`config.mk`:
```
export PLATFORM = sky130hd
export DESIGN_NAME = gws_front
export DESIGN_NICKNAME = d
export VERILOG_FILES = /design/src/hdl/gws_pkg.sv /design/src/hdl/gws_front.sv
export SDC_FILE = /design/constraint.sdc
export NUM_CORES = 1
export LEC_CHECK = 0
export BUFFER_PORTS_ARGS = -buffer_cell sky130_fd_sc_hd__buf_2
export CORE_ASPECT_RATIO = 1.2
export CORE_MARGIN = 5
export CORE_UTILIZATION = 32
export DETAILED_ROUTE_END_ITERATION = 10
export GPL_TIMING_DRIVEN = 1
export PLACE_DENSITY = 0.6
export SETUP_SLACK_MARGIN = 0.02
export SLEW_MARGIN = 5
export SYNTH_ARGS = -nofsm -noshare
export SYNTH_HDL_FRONTEND = slang
export SYNTH_SLANG_ARGS = --single-unit
```
`constraint.sdc`:
```
create_clock -name clk -period 1 [get_ports clk]
set_input_delay 0.2 -clock clk [delete_from_list [all_inputs] [get_ports clk]]
set_output_delay 0.2 -clock clk [all_outputs]
set_load 0.01 [all_outputs]
```
`src/hdl/gws_pkg.sv`:
```
// ----------------------------------------------------------------------------
// gws_pkg
// Shared types, constants and register indexes of the Gaussian wavelet
// spectrum weighting core.
// ----------------------------------------------------------------------------
package gws_pkg;

    localparam int SAMPLE_W = 16;
    localparam int TERMS    = 12;

    localparam logic [2:0] REG_SCALE_OFS   = 3'd0;
    localparam logic [2:0] REG_OCTAVE_STEP = 3'd1;
    localparam logic [2:0] REG_SIGMA_WIDTH = 3'd2;
    localparam logic [2:0] REG_NORM_GAIN   = 3'd3;
    localparam logic [2:0] REG_HALF_COUNT  = 3'd4;
    localparam logic [2:0] REG_LOG2_BINS   = 3'd5;
    localparam logic [2:0] REG_NUM_SCALES  = 3'd6;

    localparam logic [30:0] ONE_Q30        = 31'd1073741824;
    localparam logic [29:0] LN2_Q30        = 30'd744261118;
    localparam logic [30:0] TWO_PI_Q28     = 31'd1686629713;
    localparam logic [31:0] FOUR_PI_Q28    = 32'd3373259426;
    localparam logic [44:0] PI_Q24         = 45'd52707179;
    localparam logic [30:0] SQRT_LOG2E_Q30 = 31'd1289695365;
    localparam logic [44:0] X_CAP          = 45'h100000000000;

    // floor(2^32 / k) for the series divisors
    localparam logic [32:0] RECIP [1:TERMS] = '{
        33'd4294967296, 33'd2147483648, 33'd1431655765, 33'd1073741824,
        33'd858993459,  33'd715827882,  33'd613566756,  33'd536870912,
        33'd477218588,  33'd429496729,  33'd390451572,  33'd357913941
    };

    typedef struct packed {
        logic signed [15:0] fsv;
        logic [16:0]        octave;
        logic [4:0]         lbins;
        logic [8:0]         nscale;
        logic [24:0]        sg;
        logic [43:0]        gain;
        logic               busy;
    } cfg_t;

    typedef struct packed {
        logic [7:0]                 row;
        logic [15:0]                bin;
        logic signed [SAMPLE_W-1:0] re;
        logic signed [SAMPLE_W-1:0] im;
        logic                       inv;
        logic                       zero;
        logic signed [12:0]         ip;
        logic [7:0]                 wn;
        logic                       rz;
        logic                       wz;
    } item_t;

    typedef struct packed {
        logic [15:0]         bin;
        logic [7:0]          row;
        logic [SAMPLE_W-1:0] im;
        logic [SAMPLE_W-1:0] re;
        logic                inv;
        logic                sat;
    } res_t;

endpackage

```
`src/hdl/gws_front.sv`:
```
// ----------------------------------------------------------------------------
// gws_front
// Input stage: scale exponent, row index and the invalid and upper-half
// flags of each item.
// ----------------------------------------------------------------------------
module gws_front
    import gws_pkg::*;
(
    input  logic                clk,
    input  logic                rst_n,
    input  logic                adv,
    input  logic                in_valid,
    input  logic [7:0]          scale,
    input  logic [15:0]         bin,
    input  logic [SAMPLE_W-1:0] re,
    input  logic [SAMPLE_W-1:0] im,
    input  cfg_t                cfg,
    output logic                out_valid,
    output item_t               out_item,
    output logic [23:0]         out_f
);

    logic signed [17:0] t;
    logic signed [35:0] prod;
    logic [36:0]        tt;
    item_t              item;

    assign t    = $signed({2'b00, scale, 8'h00}) + $signed({{2{cfg.fsv[15]}}, cfg.fsv});
    assign prod = $signed({1'b0, cfg.octave}) * t;
    assign tt   = {prod[35], prod} - {8'd0, cfg.lbins, 24'd0};

    always_comb
    begin
        item      = '0;
        item.row  = 8'(cfg.nscale - 9'd1 - {1'b0, scale});
        item.bin  = bin;
        item.re   = $signed(re);
        item.im   = $signed(im);
        item.inv  = cfg.fsv < -16'sd128;
        item.zero = (bin >> (cfg.lbins - 5'd1)) != 16'd0;
        item.ip   = $signed(tt[36:24]);
    end

    always_ff @(posedge clk or negedge rst_n)
    begin
        if (!rst_n)
        begin
            out_valid <= 1'b0;
        end
        else if (adv)
        begin
            out_valid <= in_valid;
        end
    end

    always_ff @(posedge clk)
    begin
        if (adv)
        begin
            out_item <= item;
            out_f    <= tt[23:0];
        end
    end

endmodule

```
# Yosys cells after proc, flatten, opt, wreduce, memory -nomap -nowiden
# Cells that the tools add are included.
# word_totals
register_bits	96
input_bits	177
output_inout_bits	106
wordCells	18
# op_classes
addsub	5
multipliers	1
n_lt_le_gt_ge	1
shifts	1
n_reduce_logical	1
# ops
operator	count
36-bit by 30-bit subtractor with 37-bit output	1
18-bit by 18-bit multiplier with 36-bit output	1
17-bit by 16-bit adder with 18-bit output	1
16-bit by 8-bit < comparator with 1-bit output, second input constant	1
16-bit nonzero test	1
16-bit by 5-bit right shift with 16-bit output	1
8-bit by 1-bit subtractor with 8-bit output, second input constant	1
8-bit subtractor	1
5-bit by 1-bit subtractor with 5-bit output, second input constant	1

# Depth between registers and ports, before layout
# Gate-level depths: netlist (run 1).
# logic_depth
word_depth	3
depth_mapped	31
ltp_nobuf	29

# Worst setup path before layout (run 1)
# OpenSTA, ideal clock, no wires.
# synth_timing
path_type	input -> register
from	input scale[0]
to	register out_item[22] in the netlist's numbering (data pin)
setup_ns	0.259
arrival_ns	7.090
t_required_ns	0.741
slack_ns	-6.349
stages	27
path_buffers	1
path_cell_list	ha_1 -> fa_1 -> a21o_1 -> a21oi_1 -> nor2_1 -> o21a_1 -> o41ai_1 -> xnor2_1 -> clkbuf_1 -> nand2_1 -> ha_1 -> fa_1 -> inv_1 -> fa_1 -> fa_1 -> fa_1 -> fa_1 -> inv_1 -> fa_1 -> inv_1 -> ha_1 -> nand2_1 -> a211o_1 -> a211o_1 -> a2111oi_4 -> o21ai_1 -> xnor2_1
# synth_lines
item	line_no	source
start, declared	gws_front.sv:13	input logic [7:0] scale,
end signal, assigned	gws_front.sv:60	out_item <= item;
end, declared	gws_front.sv:19	output item_t out_item,

==> results_dict.tcl, run 1 <==
set metrics [dict create \
    synthesis.area_um2 14800 \
    grt_max_degree 45 \
    route.detailed.drc 0 \
    critPathRequiredTime_ps 1140 \
    multi_input_area_um2 12000 \
    cts_made_buffers 9 \
    violations "setup timing" \
    layout_common_cells "inv_1 (306), fa_1 (245), buf_4 (233), nand2_1 (188), buf_2 (181)" \
    grt_pass1_vias 13300 \
    setup_slack_ps -5850 \
    dp_cells 2503 \
    fp.dieH_um 246 \
    skew_ps 0 \
    maxSlewViolCount 0 \
    run_status "finished with violations" \
    antenna_found_initial 0 \
    slowest_delay_ps 530 \
    synth_edf_count 95 \
    wl_met3_mm 2.17 \
    overflow 0 \
    path_clk_slew_ps 80 \
    min_path_type "primary input to register" \
    io_pins 283 \
    syn_avg_cell_area_um2 9.92 \
    synth_warnings 0 \
    drv_cap 0 \
    synth_top_area_share_pct 34.9 \
    wirelength_mm 42.6 \
    grtUsageTotal_pct 17.1 \
    cp_slowest_cell "fa_1" \
    yosysUniqueCellTypes 46 \
    period_minus_slack_ps 6850 \
    clk_path_buf_depth 2 \
    gp_congestion 0.908 \
    hold_viol_final 0 \
    critPathMaxFanout 3 \
    yosysTopAreaCell "fa_1" \
    post-dp-hpwl_mm 35.0 \
    cp_data_arrival_time_ps 6990 \
    layout_commonest_cell "inv_1" \
    final_nets 2582 \
    drt_iter0_drc 484 \
    endpoint_kind "register" \
    fin_crit_sh_pct 685 \
    setup_viol 137 \
    core_um2 45900 \
    fmax_mhz 146 \
    met2_length_mm 23.0 \
    routed.top_layer "met4" \
    fp.dieW_um 207 \
    antenna_left 0 \
    cts_tree "yes" \
    netlist_instances 1496 \
    seq_area_um2 2880 \
    final_layout_size_suffix_gt1_share_pct 37.1 \
    clkLatencyLatePin_ps 380 \
    via_per_inst 4.58 \
    rsz0062_at_grt "yes" \
    synth-async-reset-ratio_pct 1.04 \
    port_buffers 201 \
    wl_met1_mm 16.0 \
    start_util_pct 32.3 \
    cp-start-kind "primary input" \
    htreeDepth 3 \
    rows 86 \
    cpMostUsedCell "fa_1" \
    synthFlopType "edfxtp_1" \
    root_buffer "clkbuf_16" \
    drtPass1Iterations 5 \
    criticalPathCategory "primary input to register" \
    stdcell_count 2599 \
    grt_pass1_wl_mm 68.1 \
    seq_area_frac_synth_pct 19.4 \
    synth_seq_cells 96 \
    routedWlPerCell_um 16.4 \
    ys_top_cells_by_area "fa_1 (35%), edfxtp_1 (19%), ha_1 (14%)" \
    r2r_slack_ps 120 \
    vias 11900 \
    whs_ps 26.0 \
    fill_cells 4254 \
    syn_to_final_growth_pct 43.4 \
    die-area_um2 50800 \
    clock_sinks 96 \
]
[logic make-up after synthesis]
family	synth area share (%)
and+or+nand+nor	12.2
AOI/OAI and AO/OA	5.53
muxes	0.228
DFF	19.4
buffers and inverters	10.5
other	0.0506
xor gates and xnor gates	2.89
adders and majority gates	49.2
[worst paths after layout]
kind / from / to / depth (start not counted)
hold / removal: bin[9] / out_item[66] / 1
min in group asynchronous: rst_n / out_valid / 2
hold reg to reg: out_valid / out_valid / 2
setup / recovery: scale[0] / out_item[22] / 29
setup reg to reg: out_valid / out_valid / 2
max in group asynchronous: rst_n / out_valid / 2
[worst max-delay path, delay by kind of cell]
family,cells,cell delay (ps)
AOI/OAI and AO/OA,8,1840
xor gates and xnor gates,2,320
and+or+nand+nor,3,170
buffers and inverters,6,510
adders and majority gates,10,3920
[repair_timing]
action,CTS,global route
hold buffers,36,0
buffers inserted,31,17
hold endpoints to repair,36,0
gates resized for setup,192,126
setup endpoints to repair,138,139
gates cloned,1,0
pin swaps,102,89
[metrics by stage]
step           cell area [µm²]  setup TNS, ps  util, %  setup slack [ps]
2_1_floorplan            15500        -164940        -             -5970
3_3_place_gp             18700        -186720     40.7             -6410
3_5_place_dp             18700        -187380     40.7             -6460
4_1_cts                  20600        -175780     44.7             -5830
5_1_grt                  21300        -183550     46.3             -6030
6_report                 21300        -173750     46.3             -5850
[metal layers]
layer	vias to the layer above	track usage (%)
met5	-	0
met3	65	3.43
li1	5535	-
met4	0	6.32
met2	277	31.7
met1	6017	19.2
[sequential cells by signal (all words and copies together) (netlist names)]
register / count
out_item: 71
out_f: 24
out_valid: 1
[synth_stat cells, drive strengths merged, types with 3 or more instances]
cell type / number
a211o: 3
a211oi: 7
a21o: 16
a21oi: 42
a31oi: 6
and2: 100
and3: 3
buf: 11
clkbuf: 53
edfxtp: 95
fa: 259
ha: 169
inv: 341
mux2: 3
nand2: 211
nand2b: 16
nand3: 8
nand4: 6
nor2: 25
nor3: 6
o211ai: 4
o21a: 6
o21ai: 24
o21bai: 5
o31ai: 4
or2: 3
xnor2: 30
xor2: 19
[final cells by class]
cell class / count / share of cell area (%)
Inverter: 341 / 6.17
Antenna cell: 1 / 0.0118
Clock inverter: 7 / 0.406
Timing Repair Buffer: 525 / 18.8
Multi-Input combinational cell: 1004 / 56.4
Sequential cell: 96 / 13.5
Clock buffer: 9 / 1.06
Tap cell: 616 / 3.62
Power of run 1 is not shown: default switching activity piles up to over one toggle a cycle in this logic, so the estimate is an artifact.
==> run 2, diff against run 1 <==
CTS_BUF_LIST = sky130_fd_sc_hd__clkbuf_8 sky130_fd_sc_hd__clkbuf_16   (was not set)
RECOVER_POWER = 50   (was not set)
==> run 2 against run 1 <==
Against the previous run: the run still ends with setup timing left; register-to-register slack about the same; count of clock-buffer cells in the layout unchanged; largest cell class unchanged; critical endpoint unchanged; clock skew unchanged; sequential share of layout area up 0.064 points; non-clock buffer count unchanged; cell area down 0.47%.
==> results_dict.tcl, run 2 (synthesis results as in run 1) <==
set metrics [dict create \
    min_path_type "primary input to register" \
    fin_util_pct 46.1 \
    critPathMaxFanout 3 \
    drt_iter0_drc 497 \
    rsz0062_at_grt "yes" \
    num_antenna_cells 0 \
    grt_pass1_wl_mm 68.1 \
    largestRegisters "out_item (71), out_f (24), out_valid (1)" \
    setup_viol 137 \
    skew_ps 0 \
    grt_max_degree 45 \
    layout_common_cells "inv_1 (306), fa_1 (245), buf_4 (219), nand2_1 (188), buf_2 (174)" \
    timing.rr.start "out_valid" \
    tns_ps -173730 \
    hold_path_end "out_valid" \
    vias 11900 \
    r2r_slack_ps 120 \
    seq_area_um2 2880 \
    clkLatencyLatePin_ps 380 \
    port_buffers 201 \
    fmax_mhz 146 \
    drtPass1Iterations 4 \
    fp.dieW_um 207 \
    cts_made_buffers 9 \
    route.detailed.drc 0 \
    start_util_pct 32.3 \
    slew_headroom_pct 54.2 \
    whs_path_depth 2 \
    post-dp-hpwl_mm 35.0 \
    final_nets 2582 \
    clk_path_buf_depth 2 \
    tightest_slew_ps 687 \
    cp_data_arrival_time_ps 6990 \
    cpMostUsedCell "fa_1" \
    critPathRequiredTime_ps 1140 \
    path_clk_slew_ps 80 \
    maxSlewViolCount 0 \
    max_flop_register "out_item" \
    cp_slowest_cell "fa_1" \
    r2r_end "out_valid" \
    grtUsageTotal_pct 17.1 \
    fp.dieH_um 246 \
    drv_cap 0 \
    setup_slack_ps -5850 \
    grt_pass1_vias 13300 \
    die-area_um2 50800 \
    fin_crit_sh_pct 685 \
    core_um2 45900 \
    syn_to_final_growth_pct 42.7 \
    violations "setup timing" \
    root_buffer "clkbuf_16" \
    htreeDepth 3 \
    cp-start-kind "primary input" \
    multi_input_area_um2 12000 \
    criticalPathCategory "primary input to register" \
    gp_congestion 0.908 \
    routedWlPerCell_um 16.4 \
    run_status "finished with violations" \
    slowest_delay_ps 530 \
    final_layout_size_suffix_gt1_share_pct 36.1 \
    wirelength_mm 42.6 \
    cts_tree "yes" \
    min_from "in_valid" \
    layout_commonest_cell "inv_1" \
    io_pins 283 \
    antenna_found_initial 0 \
    hold_viol_final 0 \
    endpoint_kind "register" \
    r2r_cells 2 \
    via_per_inst 4.59 \
    rows 86 \
    fill_cells 4276 \
    largest_reg_flops 71 \
    antenna_left 0 \
    clock_sinks 96 \
    period_minus_slack_ps 6850 \
    overflow 0 \
]
## run 2: cell count changes in the layout (fill, tap and decap cells not counted)
cell,delta
clkbuf_4,+3
clkbuf_2,+1
buf_4,-14
buf_12,-3
diode_2,-1
buf_2,-7
clkbuf_1,+20
## run 2: timing repair
item                       4_1_cts  5_1_grt
hold endpoints to repair        36        0
resized for setup              192      126
setup endpoints to repair      138      139
pin swaps                      102       89
buffers inserted                31       17
gates cloned                     1        0
hold buffers                    36        0
## run 2: worst max path at each step
stage	start	to	slack [ps]
after floorplan	scale[0]	out_item[22]	-5970
after global placement	scale[0]	out_item[18]	-6410
after detailed placement	scale[0]	out_item[18]	-6460
after CTS	scale[0]	out_item[18]	-5830
after global routing	scale[0]	out_item[22]	-6030
final	scale[0]	out_item[22]	-5850
## run 2: layout make-up
class | instances | share of cell area (%)
multi-input cells | 1004 | 56.7
well taps | 616 | 3.64
clock inverters | 7 | 0.408
repair buffers | 525 | 18.4
clock buffers | 9 | 1.06
flip-flops and latches | 96 | 13.6
inverters | 341 | 6.20
## run 2: critical path: cells and delay by family
kind	cells	cell delay, ps
xor+xnor	2	320
compound gates	8	1840
buf+inv	6	510
fa+ha+maj	10	3920
simple gates	3	170
## run 2: metrics by stage
step | setup WS (ps) | cell area (µm²) | instances | hold WS [ps]
global route | -6030 | 21200 | 2598 | 42.0
global placement | -6410 | 18700 | 2503 | -23.0
CTS | -5830 | 20600 | 2584 | 1.59
floorplan | -5970 | 15500 | 1505 | -95.6
detailed placement | -6460 | 18700 | 2503 | -23.5
finish | -5850 | 21200 | 2598 | 44.2
## run 2: per-layer routing
metal	part of all wire, %	GRT usage (%)	routed length [µm]
met1	38	19.2	16000
met2	54	31.7	23000
met3	5.1	3.43	2180
met4	3.4	6.32	1430
met5	0	0	0
Power of run 2 is left out for the same reason.
