**src/hdl/gws_pkg.sv**
```systemverilog
// ----------------------------------------------------------------------------
// gws_pkg
// Shared types, constants and register indexes of the Gaussian wavelet
// spectrum weighting core.
// ----------------------------------------------------------------------------
package gws_pkg;

    localparam int SAMPLE_W = 16;
    localparam int TERMS    = 12;

    localparam logic [2:0] REG_SCALE_OFS   = 3'd0;
    localparam logic [2:0] REG_OCTAVE_STEP = 3'd1;
    localparam logic [2:0] REG_SIGMA_WIDTH = 3'd2;
    localparam logic [2:0] REG_NORM_GAIN   = 3'd3;
    localparam logic [2:0] REG_HALF_COUNT  = 3'd4;
    localparam logic [2:0] REG_LOG2_BINS   = 3'd5;
    localparam logic [2:0] REG_NUM_SCALES  = 3'd6;

    localparam logic [30:0] ONE_Q30        = 31'd1073741824;
    localparam logic [29:0] LN2_Q30        = 30'd744261118;
    localparam logic [30:0] TWO_PI_Q28     = 31'd1686629713;
    localparam logic [31:0] FOUR_PI_Q28    = 32'd3373259426;
    localparam logic [44:0] PI_Q24         = 45'd52707179;
    localparam logic [30:0] SQRT_LOG2E_Q30 = 31'd1289695365;
    localparam logic [44:0] X_CAP          = 45'h100000000000;

    // floor(2^32 / k) for the series divisors
    localparam logic [32:0] RECIP [1:TERMS] = '{
        33'd4294967296, 33'd2147483648, 33'd1431655765, 33'd1073741824,
        33'd858993459,  33'd715827882,  33'd613566756,  33'd536870912,
        33'd477218588,  33'd429496729,  33'd390451572,  33'd357913941
    };

    typedef struct packed {
        logic signed [15:0] fsv;
        logic [16:0]        octave;
        logic [4:0]         lbins;
        logic [8:0]         nscale;
        logic [24:0]        sg;
        logic [43:0]        gain;
        logic               busy;
    } cfg_t;

    typedef struct packed {
        logic [7:0]                 row;
        logic [15:0]                bin;
        logic signed [SAMPLE_W-1:0] re;
        logic signed [SAMPLE_W-1:0] im;
        logic                       inv;
        logic                       zero;
        logic signed [12:0]         ip;
        logic [7:0]                 wn;
        logic                       rz;
        logic                       wz;
    } item_t;

    typedef struct packed {
        logic [15:0]         bin;
        logic [7:0]          row;
        logic [SAMPLE_W-1:0] im;
        logic [SAMPLE_W-1:0] re;
        logic                inv;
        logic                sat;
    } res_t;

endpackage

```
**src/hdl/gws_cfg.sv**
```systemverilog
// ----------------------------------------------------------------------------
// gws_cfg
// Configuration registers and the sequencer that derives the sigma factor
// and the overall gain (square root and long division, one bit a cycle).
// ----------------------------------------------------------------------------
module gws_cfg
    import gws_pkg::*;
(
    input  logic        clk,
    input  logic        rst_n,
    input  logic        wr_en,
    input  logic [2:0]  wr_index,
    input  logic [23:0] wr_data,
    output cfg_t        cfg
);

    localparam logic [2:0] ST_IDLE = 3'd0;
    localparam logic [2:0] ST_MUL  = 3'd1;
    localparam logic [2:0] ST_ROOT = 3'd2;
    localparam logic [2:0] ST_GAIN = 3'd3;
    localparam logic [2:0] ST_DIV  = 3'd4;

    logic [15:0] fs_reg;
    logic [16:0] oct_reg;
    logic [23:0] sig_reg;
    logic [23:0] norm_reg;
    logic [15:0] half_reg;
    logic [4:0]  lb_reg;
    logic [8:0]  ns_reg;

    logic [2:0]  state_reg;
    logic [2:0]  state_next;
    logic [27:0] v_reg;
    logic [24:0] sg_reg;
    logic [21:0] root_reg;
    logic [4:0]  bit_reg;
    logic [44:0] num_reg;
    logic [31:0] rem_reg;
    logic [44:0] quo_reg;
    logic [31:0] div_reg;
    logic [5:0]  cnt_reg;

    logic [4:0]  lc;
    logic [8:0]  nc;
    logic [15:0] hc;
    logic [55:0] prod_v;
    logic [54:0] prod_s;
    logic [21:0] trial;
    logic [43:0] sq;
    logic [45:0] prod_g;
    logic [32:0] rem_sh;
    logic [32:0] rem_sub;
    logic        ge;

    always_ff @(posedge clk or negedge rst_n)
    begin
        if (!rst_n)
        begin
            fs_reg   <= 16'd0;
            oct_reg  <= 17'd16384;
            sig_reg  <= 24'd65536;
            norm_reg <= 24'd65536;
            half_reg <= 16'd1;
            lb_reg   <= 5'd10;
            ns_reg   <= 9'd1;
        end
        else if (wr_en)
        begin
            unique case (wr_index)
                REG_SCALE_OFS:   fs_reg   <= wr_data[15:0];
                REG_OCTAVE_STEP: oct_reg  <= wr_data[16:0];
                REG_SIGMA_WIDTH: sig_reg  <= wr_data;
                REG_NORM_GAIN:   norm_reg <= wr_data;
                REG_HALF_COUNT:  half_reg <= wr_data[15:0];
                REG_LOG2_BINS:   lb_reg   <= wr_data[4:0];
                REG_NUM_SCALES:  ns_reg   <= wr_data[8:0];
                default:         ;
            endcase
        end
    end

    assign lc = (lb_reg == 5'd0) ? 5'd1 : ((lb_reg > 5'd16) ? 5'd16 : lb_reg);
    assign nc = (ns_reg == 9'd0) ? 9'd1 : ((ns_reg > 9'd256) ? 9'd256 : ns_reg);
    assign hc = (half_reg == 16'd0) ? 16'd1 : half_reg;

    assign prod_v  = sig_reg * FOUR_PI_Q28;
    assign prod_s  = sig_reg * SQRT_LOG2E_Q30;
    assign trial   = root_reg | (22'd1 << bit_reg);
    assign sq      = trial * trial;
    assign prod_g  = norm_reg * root_reg;
    assign rem_sh  = {rem_reg, num_reg[44]};
    assign rem_sub = rem_sh - {1'b0, div_reg};
    assign ge      = rem_sh >= {1'b0, div_reg};

    always_comb
    begin
        unique case (state_reg)
            ST_IDLE: state_next = ST_IDLE;
            ST_MUL:  state_next = ST_ROOT;
            ST_ROOT: state_next = (bit_reg == 5'd0) ? ST_GAIN : ST_ROOT;
            ST_GAIN: state_next = ST_DIV;
            ST_DIV:  state_next = (cnt_reg == 6'd0) ? ST_IDLE : ST_DIV;
            default: state_next = ST_IDLE;
        endcase
        if (wr_en)
        begin
            state_next = ST_MUL;
        end
    end

    always_ff @(posedge clk or negedge rst_n)
    begin
        if (!rst_n)
        begin
            state_reg <= ST_MUL;
        end
        else
        begin
            state_reg <= state_next;
        end
    end

    always_ff @(posedge clk)
    begin
        case (state_reg)
            ST_MUL:
            begin
                v_reg    <= prod_v[55:28];
                sg_reg   <= prod_s[54:30];
                root_reg <= 22'd0;
                bit_reg  <= 5'd21;
            end
            ST_ROOT:
            begin
                if (sq <= {v_reg, 16'd0})
                begin
                    root_reg <= trial;
                end
                bit_reg <= bit_reg - 5'd1;
            end
            ST_GAIN:
            begin
                num_reg <= {prod_g[45:16], 15'd0};
                rem_reg <= 32'd0;
                cnt_reg <= 6'd44;
                div_reg <= {16'd0, hc} << lc;
            end
            ST_DIV:
            begin
                rem_reg <= ge ? rem_sub[31:0] : rem_sh[31:0];
                num_reg <= num_reg << 1;
                quo_reg <= {quo_reg[43:0], ge};
                cnt_reg <= cnt_reg - 6'd1;
            end
            default: ;
        endcase
    end

    assign cfg.fsv    = $signed(fs_reg);
    assign cfg.octave = oct_reg;
    assign cfg.lbins  = lc;
    assign cfg.nscale = nc;
    assign cfg.sg     = sg_reg;
    assign cfg.gain   = quo_reg[43:0];
    assign cfg.busy   = state_reg != ST_IDLE;

endmodule

```
**config.mk**
```make
export PLATFORM = sky130hd
export DESIGN_NAME = gws_cfg
export DESIGN_NICKNAME = d
export VERILOG_FILES = /design/src/hdl/gws_pkg.sv /design/src/hdl/gws_cfg.sv
export SDC_FILE = /design/constraint.sdc
export NUM_CORES = 2
export LEC_CHECK = 0
export ABC_AREA = 1
export BUFFER_PORTS_ARGS = -buffer_cell sky130_fd_sc_hd__buf_2
export CAP_MARGIN = 25
export CORE_MARGIN = 5
export CORE_UTILIZATION = 50
export CTS_BUF_LIST = sky130_fd_sc_hd__clkbuf_4 sky130_fd_sc_hd__clkbuf_8
export CTS_CLUSTER_SIZE = 8
export DETAILED_ROUTE_END_ITERATION = 7
export PLACE_DENSITY = 0.7
export SYNTH_ARGS = -nofsm -noshare
export SYNTH_HDL_FRONTEND = slang
export SYNTH_SLANG_ARGS = --single-unit
```
**constraint.sdc**
```tcl
create_clock -name clk -period 18.7 [get_ports clk]
set_input_delay 2.805 -clock clk [delete_from_list [all_inputs] [get_ports clk]]
set_output_delay 2.805 -clock clk [all_outputs]
set_load 0.01 [all_outputs]
```
Word level (Yosys, flattened, before mapping) --
Cells that the tools add are included.
Operators by class: add/subtract/negate cells 3, $mul 4, $lt $le $gt $ge 4, equal/unequal tests 11, shift-type cells 2, mux-type cells 16, bitwise operators 1, reductions and logical operators 17
Operators by type and width (count):
- $mul A24 B31 Y55 const B | 2
- $pmux W45 S2 | 1
- $pmux W32 S2 | 1
- $mul A24 B22 Y46 | 1
- $le A44 B44 Y1 | 1
- $mul A22 B22 Y44 | 1
- $pmux W22 S2 | 1
- $ge A33 B32 Y1 | 1
- $mux W32 | 1
- $shl A16 B5 Y32 | 1
- $sub A32 B32 Y32 | 1
- $mux W22 | 1
- $or A22 B22 Y22 | 1
- $shl A1 B5 Y22 const A | 1
- $mux W9 | 2
- $logic_not A16 Y1 | 1
- $mux W16 | 1
- $reduce_and A2 Y1 | 8
- $eq A3 B2 Y1 const B | 4
- $eq A3 B3 Y1 const B | 4
- $pmux W3 S4 | 1
- $pmux W6 S2 | 1
- $logic_not A5 Y1 | 2
- $mux W5 | 2
- other kinds (14) | 17
Word-level totals: flip-flop bits (word level) 353, bits of input ports 30, output and inout port bits 117, word-level logic and storage cells 75

Logic depth before layout (Yosys ltp) --
depth in word-level cells 6, mapped depth 49, gate-level depth less buffers 47

Worst setup path before layout --
Ideal clock, no wire load.
kind flip-flop to flip-flop, from reg bit_reg[0], to reg root_reg[0], enable pin, setup time 0.377 ns, arrival time 8.001 ns, required time 18.323 ns, setup slack 10.323 ns, cell stages (with the launch flop) 42, path buffers 1, clock period less this slack 8.377 ns, path through edfxtp_1 > inv_1 > ha_1 > nand2_1 > inv_1 > a31oi_2 > inv_2 > buf_1 > nand2_1 > fa_1 > fa_1 > fa_1 > inv_1 > fa_1 > inv_1 > fa_1 > fa_1 > fa_1 > [6 not listed] > nand3_1 > nand3b_1 > nand3_1 > xor2_1 > inv_1 > ha_1 > nand2_1 > nor2_1 > nand2_1 > nor2_1 > nand3_1 > nor2_1 > nand3_1 > nor2_1 > nand3_1 > nand3_1 > nand2_1 > inv_1
Between the ends: word-level cells in the longest chain between the ends 6
RTL lines:
- from (decl) | RTL line gws_cfg.sv:36 | logic [4:0] bit_reg;
- from (signal assigned) | RTL line gws_cfg.sv:139 | bit_reg <= bit_reg - 5'd1;
- $shl A1 B5 Y22 | RTL line gws_cfg.sv:88 | assign trial = root_reg | (22'd1 << bit_reg);
- $or A22 B22 Y22 | RTL line gws_cfg.sv:88
- $mul A22 B22 Y44 | RTL line gws_cfg.sv:89 | assign sq = trial * trial;
- $le A44 B44 Y1 | RTL line gws_cfg.sv:135 | if (sq <= {v_reg, 16'd0})
- $ne A2 B2 Y1 (no line)
- $reduce_and A2 Y1 (no line)
- to (signal assigned) | RTL line gws_cfg.sv:137 | root_reg <= trial;
- to (decl) | RTL line gws_cfg.sv:35 | logic [21:0] root_reg;
No other way between the ends. A chain may end at the register's enable or synchronous reset.

Final worst setup path --
from reg bit_reg[3], to reg root_reg[14], enable pin
The elaborated chain is that of the path after synthesis.

==> impl_metrics.toml <==
[outcome]
outcome = "completed"

[route]
drt_iter0_markers = 4739
drtAntennaViolNets = 0
via_per_inst = 5.392
wl_per_cell_um = 20.58
num_vias = 57460
drt-pass1-iter-count = 6
drc = 0
routed_wl_mm = 219.3

[final_layout]
largest_reg_flops = 44
nNetsFinal = 10850
layout_common_cells = "inv_1, nand2_1, fa_1"
drive_gt1_share_pct = 5.374
final_common_cell = "inv_1"
syn_to_final_growth_pct = 6.322

[worst_setup_path]
endpoint_kind = "flop"
arrival_ns = 10.61
cp-start-kind = "flop"
worst-setup-path-type = "reg -> reg"
crit_required_ns = 19.06
rr_worst_depth = 39
worst_path_largest_cell_delay_ns = 0.66
slowest_stage = "fa_1"
worst-path-max-fanout = 22

[yosys]
synthArstFlopShare_pct = 33.73
post_synth_instance_area_um2 = 71840
yosysSeqAreaShare_pct = 13.35
synthFlopType = "edfxtp_1"
synth-seq-cells = 338
synth_fp_nets = 10770
yosys_warnings = 0
synth_edf_count = 224
synth_cell_type_count = 58
synth_area_per_cell_um2 = 8.349
syn_inst = 8605

[die]
core_um2 = 143100
io_pins = 147
die_x_um = 389.1
die_area_um2 = 151400
fp.dieH_um = 389.1
row_count = 139
initial_utilization_pct = 50.19

[placed_design]
gp_congestion = 1.029
hpwl_mm = 181.6
io_buffer_count = 146

[clock_network]
cts_buffers = 68
clock-sinks = 338
clk_latency_ns = 0.80
cts_max_path_buffers = 3
clk_pin_slew_ns = 0.05
hold_buffers = 0
clockRootBuffer = "clkbuf_8"
cts_max_level = 3
post-cts-setup-buffers = 0
cts_resized = 0
cts_tree = "built"

[sta]
period_minus_slack_ns = 10.26
hold_viol = 0
skew_ns = 0.1184
rsz0062_at_grt = "false"
slew_headroom_pct = 19.68
tns_ns = 0
drv_slew = 0
setup_viol = 0
fin_crit_sh_pct = 54.85
worstMarginPinSlew_ns = 1.194
fmax_mhz = 97.49

[global_routing]
grt_use_total_pct = 29.44
grt_max_degree = 74
grt-ovfl-total = 0
antenna_found_initial = 9
grt_pass1_wl_mm = 344.0
grt_pass1_vias = 59880

[worst_hold_path]
hp-class = "reg -> reg"
worstHoldPathCells = 0

[job]
drv_cap = 0
==> cell type report <==
cell class,count,area [µm²]
diodes,9,22.52
clock buffers,98,1199
clock inverters,27,326.6
fillers,13380,66750
inverters,2278,8552
multi-input cells,5772,52820
flip-flops and latches,338,9589
well taps,1903,2381
repair buffers,232,1491
==> through the flow <==
stage / utilization (%) / hold WS, ns / cells / worst slack, ns / area [µm²]
floorplan: - / 0.4530 / 8605 / 10.32 / 71840
global placement: 52.16 / 0.4286 / 10520 / 8.658 / 74660
detailed placement: 52.22 / 0.4326 / 10520 / 8.596 / 74740
CTS: 53.28 / 0.4180 / 10640 / 8.552 / 76270
global route: 53.35 / 0.4352 / 10650 / 7.823 / 76360
finish: 53.36 / 0.4357 / 10660 / 8.442 / 76380
==> per-layer routing <==
layer | global-route usage (%) | vias to the layer above | routed length [µm]
met2 | 44.24 | 2587 | 94380
met3 | 9.238 | 421 | 25260
li1 | - | 26070 | -
met4 | 8.772 | 4 | 6632
met5 | 0 | - | 37
met1 | 41.05 | 28370 | 92990
==> cells in the mapped netlist (2+ instances only) <==
cell      number  share of area, %
a31o_2         2             0.024
buf_12         3             0.084
nand3b_1      43              0.45
o21bai_1      31              0.32
and2_1         5             0.044
o211ai_1      14              0.15
a211oi_1       6             0.063
nor2_1       460               2.4
nor4_1        20              0.17
ha_1         876                15
xor2_1        72              0.88
dfstp_2        8              0.29
buf_2         20              0.14
and3_1         9             0.078
or2_2         12              0.10
dfrtp_1      106               3.7
a21boi_0      10              0.10
inv_1       2263                12
o22ai_1        6             0.052
nand2_1     1799               9.4
or2_1          3             0.026
nand4_1       33              0.29
clkbuf_1     187              0.98
clkinv_1       3             0.016
a21oi_1      288               2.0
a21o_1        24              0.25
o21ai_1       26              0.18
buf_1          6             0.031
a21boi_1       2             0.021
a21oi_2        2             0.024
nand3_1      214               1.5
nand2_2        3             0.026
xnor2_1       40              0.49
a31oi_1       38              0.33
nor2_2        31              0.27
nor3_1        45              0.31
nand2_4        4             0.063
fa_1        1254                35
o21a_1        34              0.36
edfxtp_1     224               9.4
nor2_4        31              0.49
inv_2         12             0.063
o21ai_0      321               2.2
==> logic make-up after synthesis <==
| family | Yosys count | share of synthesized area (%) |
|---|---|---|
| AOI/OAI and AO/OA | 810 | 6.197 |
| xor gates and xnor gates | 112 | 1.365 |
| adders and majority gates | 2130 | 50.20 |
| buffers and inverters | 2495 | 13.15 |
| DFF | 338 | 13.35 |
| muxes | 1 | 0.01393 |
| other | 1 | 0.005220 |
| and+or+nand+nor | 2718 | 15.72 |
==> final timing paths <==
kind	startpoint	to	slack (ns)
hold / removal	quo_reg[41]$_DFFE_PP_	quo_reg[42]$_DFFE_PP_	0.44
max in group asynchronous	rst_n	sig_reg[1]$_DFFE_PN0P_	15.14
hold reg to reg	quo_reg[41]$_DFFE_PP_	quo_reg[42]$_DFFE_PP_	0.44
min in group asynchronous	rst_n	fs_reg[0]$_DFFE_PN0P_	2.09
setup / recovery	bit_reg[3]$_SDFFCE_PP0N_	root_reg[14]$_SDFFCE_PP0P_	8.44
setup reg to reg	bit_reg[3]$_SDFFCE_PP0N_	root_reg[14]$_SDFFCE_PP0P_	8.44
==> worst max-delay path, delay by kind of cell, from the launching register on <==
| kind | cells | cell delay (ns) |
|---|---|---|
| and+or+nand+nor | 19 | 2.79 |
| AOI/OAI and AO/OA | 1 | 0.13 |
| DFF | 1 | 0.43 |
| xor gates and xnor gates | 1 | 0.16 |
| adders and majority gates | 9 | 4.45 |
| buffers and inverters | 9 | 1.88 |
Power is left out: the tool's default activity adds up to more than one toggle a clock period on the data nets, which glitch-free logic cannot reach.
